**src/apcc_pkg.sv**
```systemverilog
// Package for the all-pairs collision checker: item kinds, controller states,
// datapath command and status structs and sizing constants. No dependencies.
`default_nettype none
package apcc_pkg;

  localparam int unsigned MaxColliders = 8;
  localparam int unsigned CoordWidth   = 32;
  localparam int unsigned FieldWidth   = 32;
  localparam int unsigned IndexWidth   = 3;

  typedef enum logic [1:0] {
    KIND_CLEAR  = 2'd0,
    KIND_SPHERE = 2'd1,
    KIND_BOX    = 2'd2,
    KIND_CHECK  = 2'd3
  } kind_e;

  typedef enum logic [2:0] {
    ST_IDLE,
    ST_TEST,
    ST_EVAL,
    ST_EMIT,
    ST_END
  } state_e;

  // Commands from the controller to the datapath.
  typedef struct packed {
    logic add_sphere;
    logic add_box;
    logic box_sel;
    logic load_pair;
    logic eval;
  } dp_cmd_t;

  // Status from the datapath to the controller.
  typedef struct packed {
    logic hit;
  } dp_sts_t;

endpackage
`default_nettype wire

```
**src/apcc_ctrl.sv**
```systemverilog
// Controller of the collision checker: item intake, table counts, the pair
// walk and the result register. Depends on apcc_pkg.
`default_nettype none
module apcc_ctrl import apcc_pkg::*; #(
  parameter int unsigned MAX_COLLIDERS = MaxColliders,
  localparam int unsigned IdxW = (MAX_COLLIDERS > 1) ? $clog2(MAX_COLLIDERS) : 1,
  localparam int unsigned CntW = $clog2(MAX_COLLIDERS + 1)
) (
  input  wire logic                  clk_i,
  input  wire logic                  rst_ni,
  input  wire logic                  in_valid_i,
  output logic                       in_stall_o,
  input  wire logic [1:0]            kind_i,
  output logic                       out_valid_o,
  input  wire logic                  out_stall_i,
  output logic                       pair_found_o,
  output logic                       box_pair_o,
  output logic [IndexWidth-1:0]      first_index_o,
  output logic [IndexWidth-1:0]      second_index_o,
  output logic                       overflow_o,
  output logic                       last_o,
  output dp_cmd_t                    cmd_o,
  output logic [IdxW-1:0]            wr_idx_o,
  output logic [IdxW-1:0]            idx_a_o,
  output logic [IdxW-1:0]            idx_b_o,
  input  wire dp_sts_t               sts_i
);

  state_e state_q, state_d;
  logic [CntW-1:0] scnt_q, scnt_d, bcnt_q, bcnt_d;
  logic            ovf_q, ovf_d;
  logic [IdxW-1:0] ia_q, ia_d, ib_q, ib_d;
  logic            box_q, box_d;
  logic            outv_q, outv_d;
  logic            found_q, found_d, obox_q, obox_d, last_q, last_d;
  logic            oovf_q, oovf_d;
  logic [IdxW-1:0] oa_q, oa_d, ob_q, ob_d;

  logic in_acc, out_free;
  assign out_free = !outv_q || !out_stall_i;
  assign in_acc   = in_valid_i && !in_stall_o;

  // Next pair after (ia, ib) in the current table, or the next table.
  logic [CntW-1:0] cur_cnt;
  logic            pair_more;
  logic [IdxW-1:0] na, nb;
  logic            nbox, walk_done;
  always_comb begin
    cur_cnt = box_q ? bcnt_q : scnt_q;
    na = ia_q;
    nb = ib_q;
    nbox = box_q;
    walk_done = 1'b0;
    pair_more = 1'b0;
    if (CntW'(ib_q) + 1'b1 < cur_cnt) begin
      nb = ib_q + 1'b1;
      pair_more = 1'b1;
    end else if (CntW'(ia_q) + 2'd2 < cur_cnt) begin
      na = ia_q + 1'b1;
      nb = ia_q + 2'd2;
      pair_more = 1'b1;
    end
    if (!pair_more) begin
      if (!box_q && bcnt_q >= CntW'(2)) begin
        nbox = 1'b1;
        na = '0;
        nb = IdxW'(1);
      end else begin
        walk_done = 1'b1;
      end
    end
  end

  // Next-state logic.
  always_comb begin
    state_d = state_q;
    scnt_d = scnt_q; bcnt_d = bcnt_q; ovf_d = ovf_q;
    ia_d = ia_q; ib_d = ib_q; box_d = box_q;
    outv_d = outv_q && out_stall_i;
    found_d = found_q; obox_d = obox_q; last_d = last_q; oa_d = oa_q; ob_d = ob_q;
    oovf_d = oovf_q;
    unique case (state_q)
      ST_IDLE: begin
        if (in_acc) begin
          unique case (kind_e'(kind_i))
            KIND_CLEAR: begin
              scnt_d = '0;
              bcnt_d = '0;
            end
            KIND_SPHERE: begin
              if (scnt_q >= CntW'(MAX_COLLIDERS)) ovf_d = 1'b1;
              else scnt_d = scnt_q + 1'b1;
            end
            KIND_BOX: begin
              if (bcnt_q >= CntW'(MAX_COLLIDERS)) ovf_d = 1'b1;
              else bcnt_d = bcnt_q + 1'b1;
            end
            KIND_CHECK: begin
              ia_d = '0;
              ib_d = IdxW'(1);
              if (scnt_q >= CntW'(2)) begin
                box_d = 1'b0;
                state_d = ST_TEST;
              end else if (bcnt_q >= CntW'(2)) begin
                box_d = 1'b1;
                state_d = ST_TEST;
              end else begin
                state_d = ST_END;
              end
            end
            default: ;
          endcase
        end
      end
      ST_TEST: state_d = ST_EVAL;
      ST_EVAL: state_d = ST_EMIT;
      ST_EMIT: begin
        if (!sts_i.hit || out_free) begin
          if (sts_i.hit) begin
            outv_d = 1'b1; found_d = 1'b1; obox_d = box_q; last_d = 1'b0;
            oa_d = ia_q; ob_d = ib_q; oovf_d = ovf_q;
          end
          ia_d = na; ib_d = nb; box_d = nbox;
          state_d = walk_done ? ST_END : ST_TEST;
        end
      end
      ST_END: begin
        if (out_free) begin
          outv_d = 1'b1; found_d = 1'b0; obox_d = 1'b0; last_d = 1'b1;
          oa_d = '0; ob_d = '0; oovf_d = ovf_q;
          state_d = ST_IDLE;
        end
      end
      default: state_d = ST_IDLE;
    endcase
  end

  // Command outputs.
  always_comb begin
    cmd_o = '0;
    cmd_o.add_sphere = in_acc && kind_i == KIND_SPHERE && scnt_q < CntW'(MAX_COLLIDERS);
    cmd_o.add_box    = in_acc && kind_i == KIND_BOX && bcnt_q < CntW'(MAX_COLLIDERS);
    cmd_o.box_sel    = box_q;
    cmd_o.load_pair  = state_q == ST_TEST;
    cmd_o.eval       = state_q == ST_EVAL;
    wr_idx_o = (kind_i == KIND_BOX) ? bcnt_q[IdxW-1:0] : scnt_q[IdxW-1:0];
    idx_a_o  = ia_q;
    idx_b_o  = ib_q;
    in_stall_o = state_q != ST_IDLE;
  end

  always_ff @(posedge clk_i or negedge rst_ni) begin
    if (!rst_ni) begin
      state_q <= ST_IDLE;
      scnt_q <= '0; bcnt_q <= '0; ovf_q <= 1'b0;
      ia_q <= '0; ib_q <= '0; box_q <= 1'b0;
      outv_q <= 1'b0;
    end else begin
      state_q <= state_d;
      scnt_q <= scnt_d; bcnt_q <= bcnt_d; ovf_q <= ovf_d;
      ia_q <= ia_d; ib_q <= ib_d; box_q <= box_d;
      outv_q <= outv_d;
    end
  end

  // The overflow flag is captured with each result item so that a waiting
  // item keeps its payload.
  always_ff @(posedge clk_i) begin
    found_q <= found_d; obox_q <= obox_d; last_q <= last_d;
    oa_q <= oa_d; ob_q <= ob_d; oovf_q <= oovf_d;
  end

  assign out_valid_o    = outv_q;
  assign pair_found_o   = found_q;
  assign box_pair_o     = obox_q;
  assign first_index_o  = IndexWidth'(oa_q);
  assign second_index_o = IndexWidth'(ob_q);
  assign overflow_o     = oovf_q;
  assign last_o         = last_q;

endmodule
`default_nettype wire

```
**config.mk**
```make
export PLATFORM = sky130hd
export DESIGN_NAME = apcc_ctrl
export DESIGN_NICKNAME = d
export VERILOG_FILES = /design/src/apcc_pkg.sv /design/src/apcc_ctrl.sv
export SDC_FILE = /design/constraint.sdc
export NUM_CORES = 1
export LEC_CHECK = 0
export BUFFER_PORTS_ARGS = -buffer_cell sky130_fd_sc_hd__buf_2
export CORE_MARGIN = 1
export CORE_UTILIZATION = 50
export CTS_CLUSTER_SIZE = 14
export DETAILED_ROUTE_END_ITERATION = 12
export PLACE_DENSITY = 0.72
export SYNTH_ARGS = -nofsm -noshare
export SYNTH_HDL_FRONTEND = slang
export SYNTH_SLANG_ARGS = --single-unit
```
**constraint.sdc**
```tcl
create_clock -name clk_i -period 3.06 [get_ports clk_i]
set_clock_uncertainty 0.05 [all_clocks]
set_input_delay 0.153 -clock clk_i [delete_from_list [all_inputs] [get_ports clk_i]]
set_output_delay 0.153 -clock clk_i [all_outputs]
set_load 0.01 [all_outputs]
```
# Word-level counts from Yosys, hierarchy flattened
# Index checks and enable logic that the tools add are counted.
# op_classes
order_cmp	8
n_eq_ne	19
mux	70
reduce_logical	29
add_sub_neg	7
# ops
operator	n
two-way mux 3 bit	26
two-way mux 1 bit	27
one-hot mux 3 bit (2 select lines)	4
!= test 2 bit (second input constant)	10
AND reduction 4 bit	5
one-hot mux 4 bit (2 select lines)	2
one-hot mux 3 bit (5 select lines)	1
one-hot mux 1 bit (2 select lines)	7
two-way mux 4 bit	3
nonzero test 2 bit	5
adder 4 x 1 -> 4 bit (second input constant)	2
>= comparator 4 x 2 -> 1 bit (second input constant)	2
>= comparator 4 bit (second input constant)	2
< comparator 4 bit	2
< comparator 4 bit (second input constant)	2
logical AND 1 bit	7
AND reduction 7 bit	1
adder 3 x 1 -> 3 bit (second input constant)	2
equality test 3 x 2 -> 1 bit (second input constant)	2
zero test 1 bit	5
AND reduction 5 bit	1
adder 3 x 1 -> 4 bit (second input constant)	1
adder 3 x 2 -> 4 bit (second input constant)	1
equality test 2 bit (second input constant)	2
other kinds (10)	11
# word_totals
output_inout_bits	26
in_bits	7
elab_cells	147
register_bits	30

# Logic depth before layout (Yosys ltp)
# Gate-level depths: netlist of run 1.
# depth
word_depth	8
ltp_mapped	9
depth_no_buf	8

# Least setup slack after synthesis of run 1
# Ideal clock, no wire load.
# synth_timing
kind	register to register
start	reg ib_q[0], in the netlist idx_b_o[0]
end	reg ia_q[2], in the netlist idx_a_o[2]
required_ps	2923
setup_time_ps	87
path_buffers	1
synth_period_minus_slack_ps	2386
path_slack_ps	674
stages_incl_launch_ff	10
arrival_time_ps	2249
cell_sequence	dfrtp_1 -> ha_1 -> xor2_1 -> ha_1 -> o21a_1 -> o311ai_2 -> and2_1 -> buf_6 -> or4_1 -> a22oi_1
# synth_between
elab_chain_cells	7
elab_cells_between_ends	8
cone_classes	add/sub: 1; order compare: 1; mux: 6
# synth_rtl
element	line	source
from (decl)	apcc_ctrl.sv:32	logic [IdxW-1:0] ia_q, ia_d, ib_q, ib_d;
from (signal assigned)	apcc_ctrl.sv:161	ia_q <= ia_d; ib_q <= ib_d; box_q <= box_d;
adder 3 x 1 -> 4 bit (*)	apcc_ctrl.sv:55	if (CntW'(ib_q) + 1'b1 < cur_cnt) begin
< comparator 4 bit (*)	apcc_ctrl.sv:55	
two-way mux 3 bit	apcc_ctrl.sv:55	
two-way mux 3 bit	apcc_ctrl.sv:64	if (!box_q && bcnt_q >= CntW'(2)) begin
two-way mux 3 bit (*)	apcc_ctrl.sv:63	if (!pair_more) begin
two-way mux 3 bit (*)	apcc_ctrl.sv:118	if (!sts_i.hit || out_free) begin
one-hot mux 3 bit (2 select lines) (*)	apcc_ctrl.sv:82	unique case (state_q)
to (signal assigned)	apcc_ctrl.sv:161	
to (decl)	apcc_ctrl.sv:32	
# Mark *: on every way between the ends. The rest lies on a longest branch, timed or not. The select of a mux whose other input is x is not followed.
# A chain may end at the register's enable or synchronous reset.

# Final worst setup path of run 1
# layout_timing
start	reg box_q
end	reg ia_q[2], in the netlist idx_a_o[2]
# layout_between
elab_chain_cells	8
elab_cells_between_ends	13
cone_classes	order compare: 2; mux: 9; reduce/logical: 2
# layout_rtl
element	line	source
from (decl)	apcc_ctrl.sv:33	logic box_q, box_d;
from (signal assigned)	apcc_ctrl.sv:161	
two-way mux 4 bit	apcc_ctrl.sv:49	cur_cnt = box_q ? bcnt_q : scnt_q;
< comparator 4 bit	apcc_ctrl.sv:58	end else if (CntW'(ia_q) + 2'd2 < cur_cnt) begin
two-way mux 3 bit	apcc_ctrl.sv:58	
two-way mux 3 bit	apcc_ctrl.sv:55	
two-way mux 3 bit	apcc_ctrl.sv:64	
two-way mux 3 bit (*)	apcc_ctrl.sv:63	
two-way mux 3 bit (*)	apcc_ctrl.sv:118	
one-hot mux 3 bit (2 select lines) (*)	apcc_ctrl.sv:82	
# Marks and branches as above.

==> reports/metrics.cfg, run 1 <==
[route]
vias_per_cell=5.82
drt_iter0_drc=72
drcViolationCount=0
vias=1578
dr.pass1.iters=4
routed_wl_um=3980
ant_nets=0
wl_per_cell_um=14.7

[grt]
grt_first_pass_wirelength_um=6910
antenna_found_initial=0
grt_overflow=0
grt.total_usage_pct=21.8
grt_util_met3_pct=4.46
grtUsageMet1_pct=30.1
met2_usage_pct=33.6
grt_pass1_vias=1490
top_usage_layer=met2
grt_max_degree=21

[synthesis]
ys.flop_type=dfrtp_1
post-synth-top-count-cell=dfrtp_1
synth_edf_count=10
avgSynthCellArea_um2=9.91
synth_nets=213
async_flop_share_pct=66.7
yosysTopAreaCell=dfrtp_1
seq_area_frac_synth_pct=41.9
netlist_area_um2=1910
ys_warn_count=0
synth.area.top_cells=dfrtp_1, edfxtp_1, ha_1
yosys_register_bits=30
syn_inst=193
yosysTopAreaCellShare_pct=26.2
synth_commonest_cells=dfrtp_1, nand2_1, ha_1
synth_cell_types=53

[critical_path]
startpoint_type=flop
cp_slowest_cell=dfrtp_1
cp_max_fo=11
max_stage_delay_ps=590
crit_arrival_ps=2610
path_cells=mux2i_1 -> ha_1 -> a21oi_1 -> nand2_2 -> or4_1 -> a22oi_1
crit_type=reg -> reg
end_kind=flop
required_ps=3200

[flow_run]
drv_cap=0

[clocking]
cts-htree-levels=2
clk_pin_slew_ps=60
cts-buffers-inserted=5
cts_tree=done
clockBufferDepth=2
post_cts_resized=0
cts_root_buf=clkbuf_8
worstSkewPairLatency_ps=270
cts_sinks=30

[timing]
period_minus_slack_ps=2470
holdWs_ps=88.6
fin_crit_sh_pct=80.8
rsz0062_at_grt=no
tightest_slew_ps=570
fmax_ghz=0.404
setup_viol=0
max-slew-margin-rel_pct=61.6
slew_violations=0
finalSetupTns_ps=0
hold_viol=0

[floorplanning]
core.rowCount=22
core_area_um2=3660
start_util_pct=52.3
chipHeight_um=63.9
ios=33
die_area_um2=4080
die_w_um=63.9

[placed_design]
place.gp.congestion=0.830
place_area_um2=2070
dp_hpwl_um=2890
numPortBuffers=32
post-place-cells=262

[min_path]
min_path_type=in -> reg

[cells_and_area]
synthToLayoutAreaGrowth_pct=13.2
stdcell_area_um2=2170
post_layout_nonfiller_instances=271
drive_above_1_share_pct=22.0
fin_nets=242
fill_cells=323
antennaDiodeCount=0

[pwr]
powerDensity_nw_per_um2=972
p_leak_nw=0.947
irDropWorstVdd_mv=0.472

[outcome]
outcome=completed

==> where the power goes <==
part | leakage, nW | switching (mW) | internal (mW)
Sequential | 0.330 | 0.216 | 0.565
Clock | 0.0426 | 0.136 | 0.156
Combinational | 0.574 | 0.574 | 0.458
==> repair_timing <==
action                                 in CTS  in global routing
buffers inserted                            0                  0
endpoints found under the hold margin      20                  0
hold buffers                                1                  0
==> sequential cells by signal, summed over array words and instances (netlist names), 3 cells and up <==
signal,cells
state_q,3
second_index_o,3
first_index_o,3
scnt_q,4
idx_a_o,3
idx_b_o,3
bcnt_q,4
==> worst paths after layout <==
check / startpoint / endpoint / slack (ps) / depth (start not counted)
max: box_q / idx_a_o[2] / 590 / 6
min reg2reg: ovf_q / overflow_o / 430 / 0
max in group asynchronous: rst_ni / idx_a_o[0] / 2310 / 2
max reg2reg: box_q / idx_a_o[2] / 590 / 6
min: out_stall_i / out_valid_o / 90 / 3
min in group asynchronous: rst_ni / idx_b_o[2] / 320 / 2
==> worst max-delay path: cells and delay by family, from the launching register on <==
family	cells	cell delay (ps)
flops	1	590
simple gates	2	660
fa+ha+maj	1	280
compound gates	2	530
mux	1	270
==> kinds of logic (layout without fill, tap and decap cells) <==
| group | after synthesis | after routing | share of synthesized area, % |
|---|---|---|---|
| muxes | 7 | 7 | 3.99 |
| and+or+nand+nor | 67 | 67 | 19.2 |
| buffers and inverters | 24 | 54 | 5.82 |
| AOI/OAI and AO/OA | 51 | 51 | 20.2 |
| DFF | 30 | 30 | 41.9 |
| adders and majority gates | 13 | 13 | 8.50 |
| xor gates and xnor gates | 1 | 1 | 0.458 |
==> metal layers <==
| layer | wire length, µm | up-vias | part of all wire, % |
|---|---|---|---|
| met3 | 233 | 5 | 5.8 |
| met1 | 1850 | 749 | 46 |
| met2 | 1860 | 46 | 47 |
| met5 | 0 | - | 0 |
| li1 | - | 778 | - |
| met4 | 45 | 0 | 1.1 |
==> final cells by class <==
type	instances	area, µm²	area share (%)
sequential	30	801	37.0
clock buffer	6	72.6	3.35
clock inverter	2	8.76	0.404
multi-input combinational	139	1000	46.2
inverter	12	45.0	2.08
tap	48	60.1	2.77
timing repair buffer	34	178	8.20
==> layout by cell type, fill, tap and decap left out, types with 2 or more instances in the layout <==
| cell | count |
|---|---|
| mux2_2 | 2 |
| nor2b_1 | 3 |
| buf_2 | 32 |
| inv_1 | 12 |
| o221ai_1 | 2 |
| nand3_1 | 6 |
| nor2_1 | 12 |
| o21ai_0 | 7 |
| a22oi_1 | 3 |
| a221oi_1 | 3 |
| dfrtp_1 | 20 |
| clkbuf_8 | 5 |
| and3_1 | 2 |
| mux2i_1 | 4 |
| a21oi_1 | 9 |
| and2_1 | 4 |
| o21a_1 | 2 |
| nor3b_1 | 2 |
| o31ai_1 | 5 |
| ha_1 | 13 |
| a21o_1 | 3 |
| nor3_1 | 5 |
| nor4_1 | 3 |
| edfxtp_1 | 10 |
| o311ai_2 | 2 |
| nand4_1 | 2 |
| a22o_1 | 6 |
| nand2_1 | 14 |
| o22a_1 | 3 |
==> metrics by stage <==
stage | setup slack, ps | utilization (%) | power, mW
3_3_place_gp | 661 | 56.7 | 1.80
6_report | 588 | 59.2 | 2.10
5_1_grt | 349 | 59.2 | 2.30
2_1_floorplan | 674 | - | 1.58
4_1_cts | 598 | 59.2 | 2.11
3_5_place_dp | 633 | 56.7 | 1.81
(Power assumes the default switching activity.)
==> run 2: changes to the inputs <==
PLACE_DENSITY = 0.75   (was 0.72)
clock period = 2.2 ns   (was 3.06 ns; I/O delays follow)
==> run 2 against run 1 <==
Compared with the run above:
- clock power grew 53%
- count of clock-buffer cells in the layout increased by 2
- wire length up 8.4%
- maximum frequency is 13% higher
- sequential share of layout area is 4.4 points lower
- non-clock buffer count is 27 higher
- sequential power rose by 23%
- first-iteration DRC count decreased by 22%
- combinational power up 100%
- critical path type unchanged
- critical endpoint unchanged
==> reports/metrics.cfg, run 2 (synthesis gave the netlist of run 1 again) <==
[clocking]
cts_root_buf=clkbuf_8  ; unchanged
clk_pin_slew_ps=60  ; about the same
worstSkewPairLatency_ps=280  ; was 270 ps
post-cts-setup-buffer-count=0  ; unchanged
cts_tree=done  ; unchanged
cts-buffers-inserted=5  ; unchanged
clockBufferDepth=2  ; unchanged
cts-htree-levels=2  ; unchanged
cts_sinks=30  ; unchanged

[route]
dr.pass1.iters=4  ; unchanged
vias_per_cell=5.73  ; was 5.82
ant_nets=0  ; unchanged
drt_iter0_drc=56  ; was 72
drcViolationCount=0  ; unchanged
routed_wl_um=4320  ; was 3980 µm
wl_per_cell_um=14.5  ; was 14.7 µm
vias=1707  ; was 1578

[timing]
setup_viol=0  ; unchanged
fmax_ghz=0.459  ; was 0.404 GHz
worst_slack_ps=21.4  ; was 588 ps
slew_violations=0  ; unchanged
holdWs_ps=31.3  ; was 88.6 ps
finalSetupTns_ps=0  ; unchanged
period_minus_slack_ps=2180  ; was 2470 ps
tightest_slew_ps=511  ; was 570 ps
rsz0062_at_grt=yes  ; was no
fin_crit_sh_pct=99.0  ; was 80.8%
max-slew-margin-rel_pct=65.9  ; was 61.6%
hold_viol=0  ; unchanged

[placed_design]
place_ws_ps=-67.4  ; was 633 ps
place.gp.congestion=0.898  ; was 0.830
dp_hpwl_um=3330  ; was 2890 µm
numPortBuffers=32  ; unchanged

[grt]
grt.total_usage_pct=22.9  ; was 21.8%
grt_max_degree=21  ; unchanged
grt_pass1_vias=1570  ; was 1490
antenna_found_initial=0  ; unchanged
grt_overflow=0  ; unchanged
grt_first_pass_wirelength_um=7080  ; was 6910 µm

[cells_and_area]
fin_nets=269  ; was 242
reg_top3=bcnt_q x4, scnt_q x4  ; unchanged
final_cell_mix=buf_2, buf_4, dfrtp_1  ; was buf_2, dfrtp_1, nand2_1
mostFrequentLayoutCell=buf_2  ; unchanged
drive_above_1_share_pct=36.8  ; was 22.0%
antennaDiodeCount=0  ; unchanged
synthToLayoutAreaGrowth_pct=29.2  ; was 13.2%

[min_path]
hold_end=out_valid_o  ; unchanged
min_path_type=in -> reg  ; unchanged
hold_depth=3  ; unchanged
hp-start=out_stall_i  ; unchanged

[floorplanning]
core_area_um2=3660  ; unchanged
core.rowCount=22  ; unchanged
ios=33  ; unchanged
die_w_um=63.9  ; unchanged
chipHeight_um=63.9  ; unchanged
die_area_um2=4080  ; unchanged
start_util_pct=52.3  ; unchanged

[critical_path]
required_ps=2350  ; was 3200 ps
end_kind=flop  ; unchanged
crit_type=reg -> reg  ; unchanged
cp_max_fo=8  ; was 11
crit_arrival_ps=2320  ; was 2610 ps
path_cells=ha_4 -> xor2_2 -> ha_1 -> o21a_1 -> o311ai_4 -> and2_4 -> or4_1 -> a22oi_1  ; was mux2i_1 -> ha_1 -> a21oi_1 -> nand2_2 -> or4_1 -> a22oi_1
max_stage_delay_ps=440  ; was 590 ps
cp_slowest_cell=dfrtp_2  ; was dfrtp_1
startpoint_type=flop  ; unchanged
path_delay_family=simple AND/OR/NAND/NOR gates  ; unchanged
r2r_end=idx_a_o[2]  ; unchanged
worstRegToRegCells=8  ; was 6
crit_buf_inv=0  ; unchanged
r2r_start=idx_b_o[0]  ; was box_q
rrSetupSlack_ps=20  ; was 590 ps

[pwr]
p_leak_nw=1.09  ; was 0.947 nW
irDropWorstVdd_mv=0.652  ; was 0.472 mV
powerDensity_nw_per_um2=1420  ; was 972 nW/µm²

[flow_run]
drv_cap=0  ; unchanged

[outcome]
outcome=completed  ; unchanged

run 2: per-stage QoR:
| stage | util, % | power [mW] | area, µm² | std cells |
|---|---|---|---|---|
| 6_report | 67.5 | 3.50 | 2470 | 298 |
| 5_1_grt | 67.5 | 3.78 | 2470 | 298 |
| 4_1_cts | 65.7 | 3.35 | 2400 | 298 |
| 3_5_place_dp | 62.5 | 2.86 | 2290 | 289 |
| 3_3_place_gp | 62.5 | 2.83 | 2290 | 289 |
| 2_1_floorplan | - | 2.23 | 1930 | 193 |
run 2: how the worst max path moves through the flow:
stage / slack, ps / end / startpoint / cells past startpoint
after floorplan: -40 / idx_a_o[2] / idx_b_o[0] / 9
after CTS: -50 / idx_a_o[2] / idx_b_o[0] / 8
after detailed placement: -70 / idx_b_o[1] / box_q / 7
after global routing: -80 / idx_a_o[2] / idx_b_o[0] / 8
after global placement: -50 / idx_b_o[1] / box_q / 7
final: 20 / idx_a_o[2] / idx_b_o[0] / 8
run 2: tightest hold or removal path: cells and delay by family:
family                 cells  cell delay, ps
AND/OR/NAND/NOR            2             120
buffers and inverters      1             100
run 2: final cells by class:
class	instances	area [µm²]
Multi-Input combinational cell	139	1090
Inverter	12	45.0
Fill cell	304	1190
Sequential cell	30	805
Clock buffer	8	90.1
Timing Repair Buffer	61	380
Tap cell	48	60.1
run 2: layer usage:
metal / global-route usage, % / routed length, µm / vias to the layer above
li1: - / - / 831
met4: 8.81 / 102 / 0
met2: 39.6 / 2120 / 52
met1: 27.5 / 1900 / 814
met5: 0 / 0 / -
met3: 5.18 / 191 / 10
run 2: repair_timing:
item | CTS | global route
endpoints found under the setup margin | 4 | 7
pin swaps | 0 | 8
hold endpoints to repair | 20 | 0
gates cloned | 0 | 0
gates resized for setup | 5 | 16
hold buffers | 1 | 0
run 2: where the power goes:
group / switching [mW] / total [mW] / internal [mW]
sequential: 0.165 / 0.957 / 0.792
clock: 0.191 / 0.446 / 0.254
combinational: 1.12 / 2.10 / 0.977
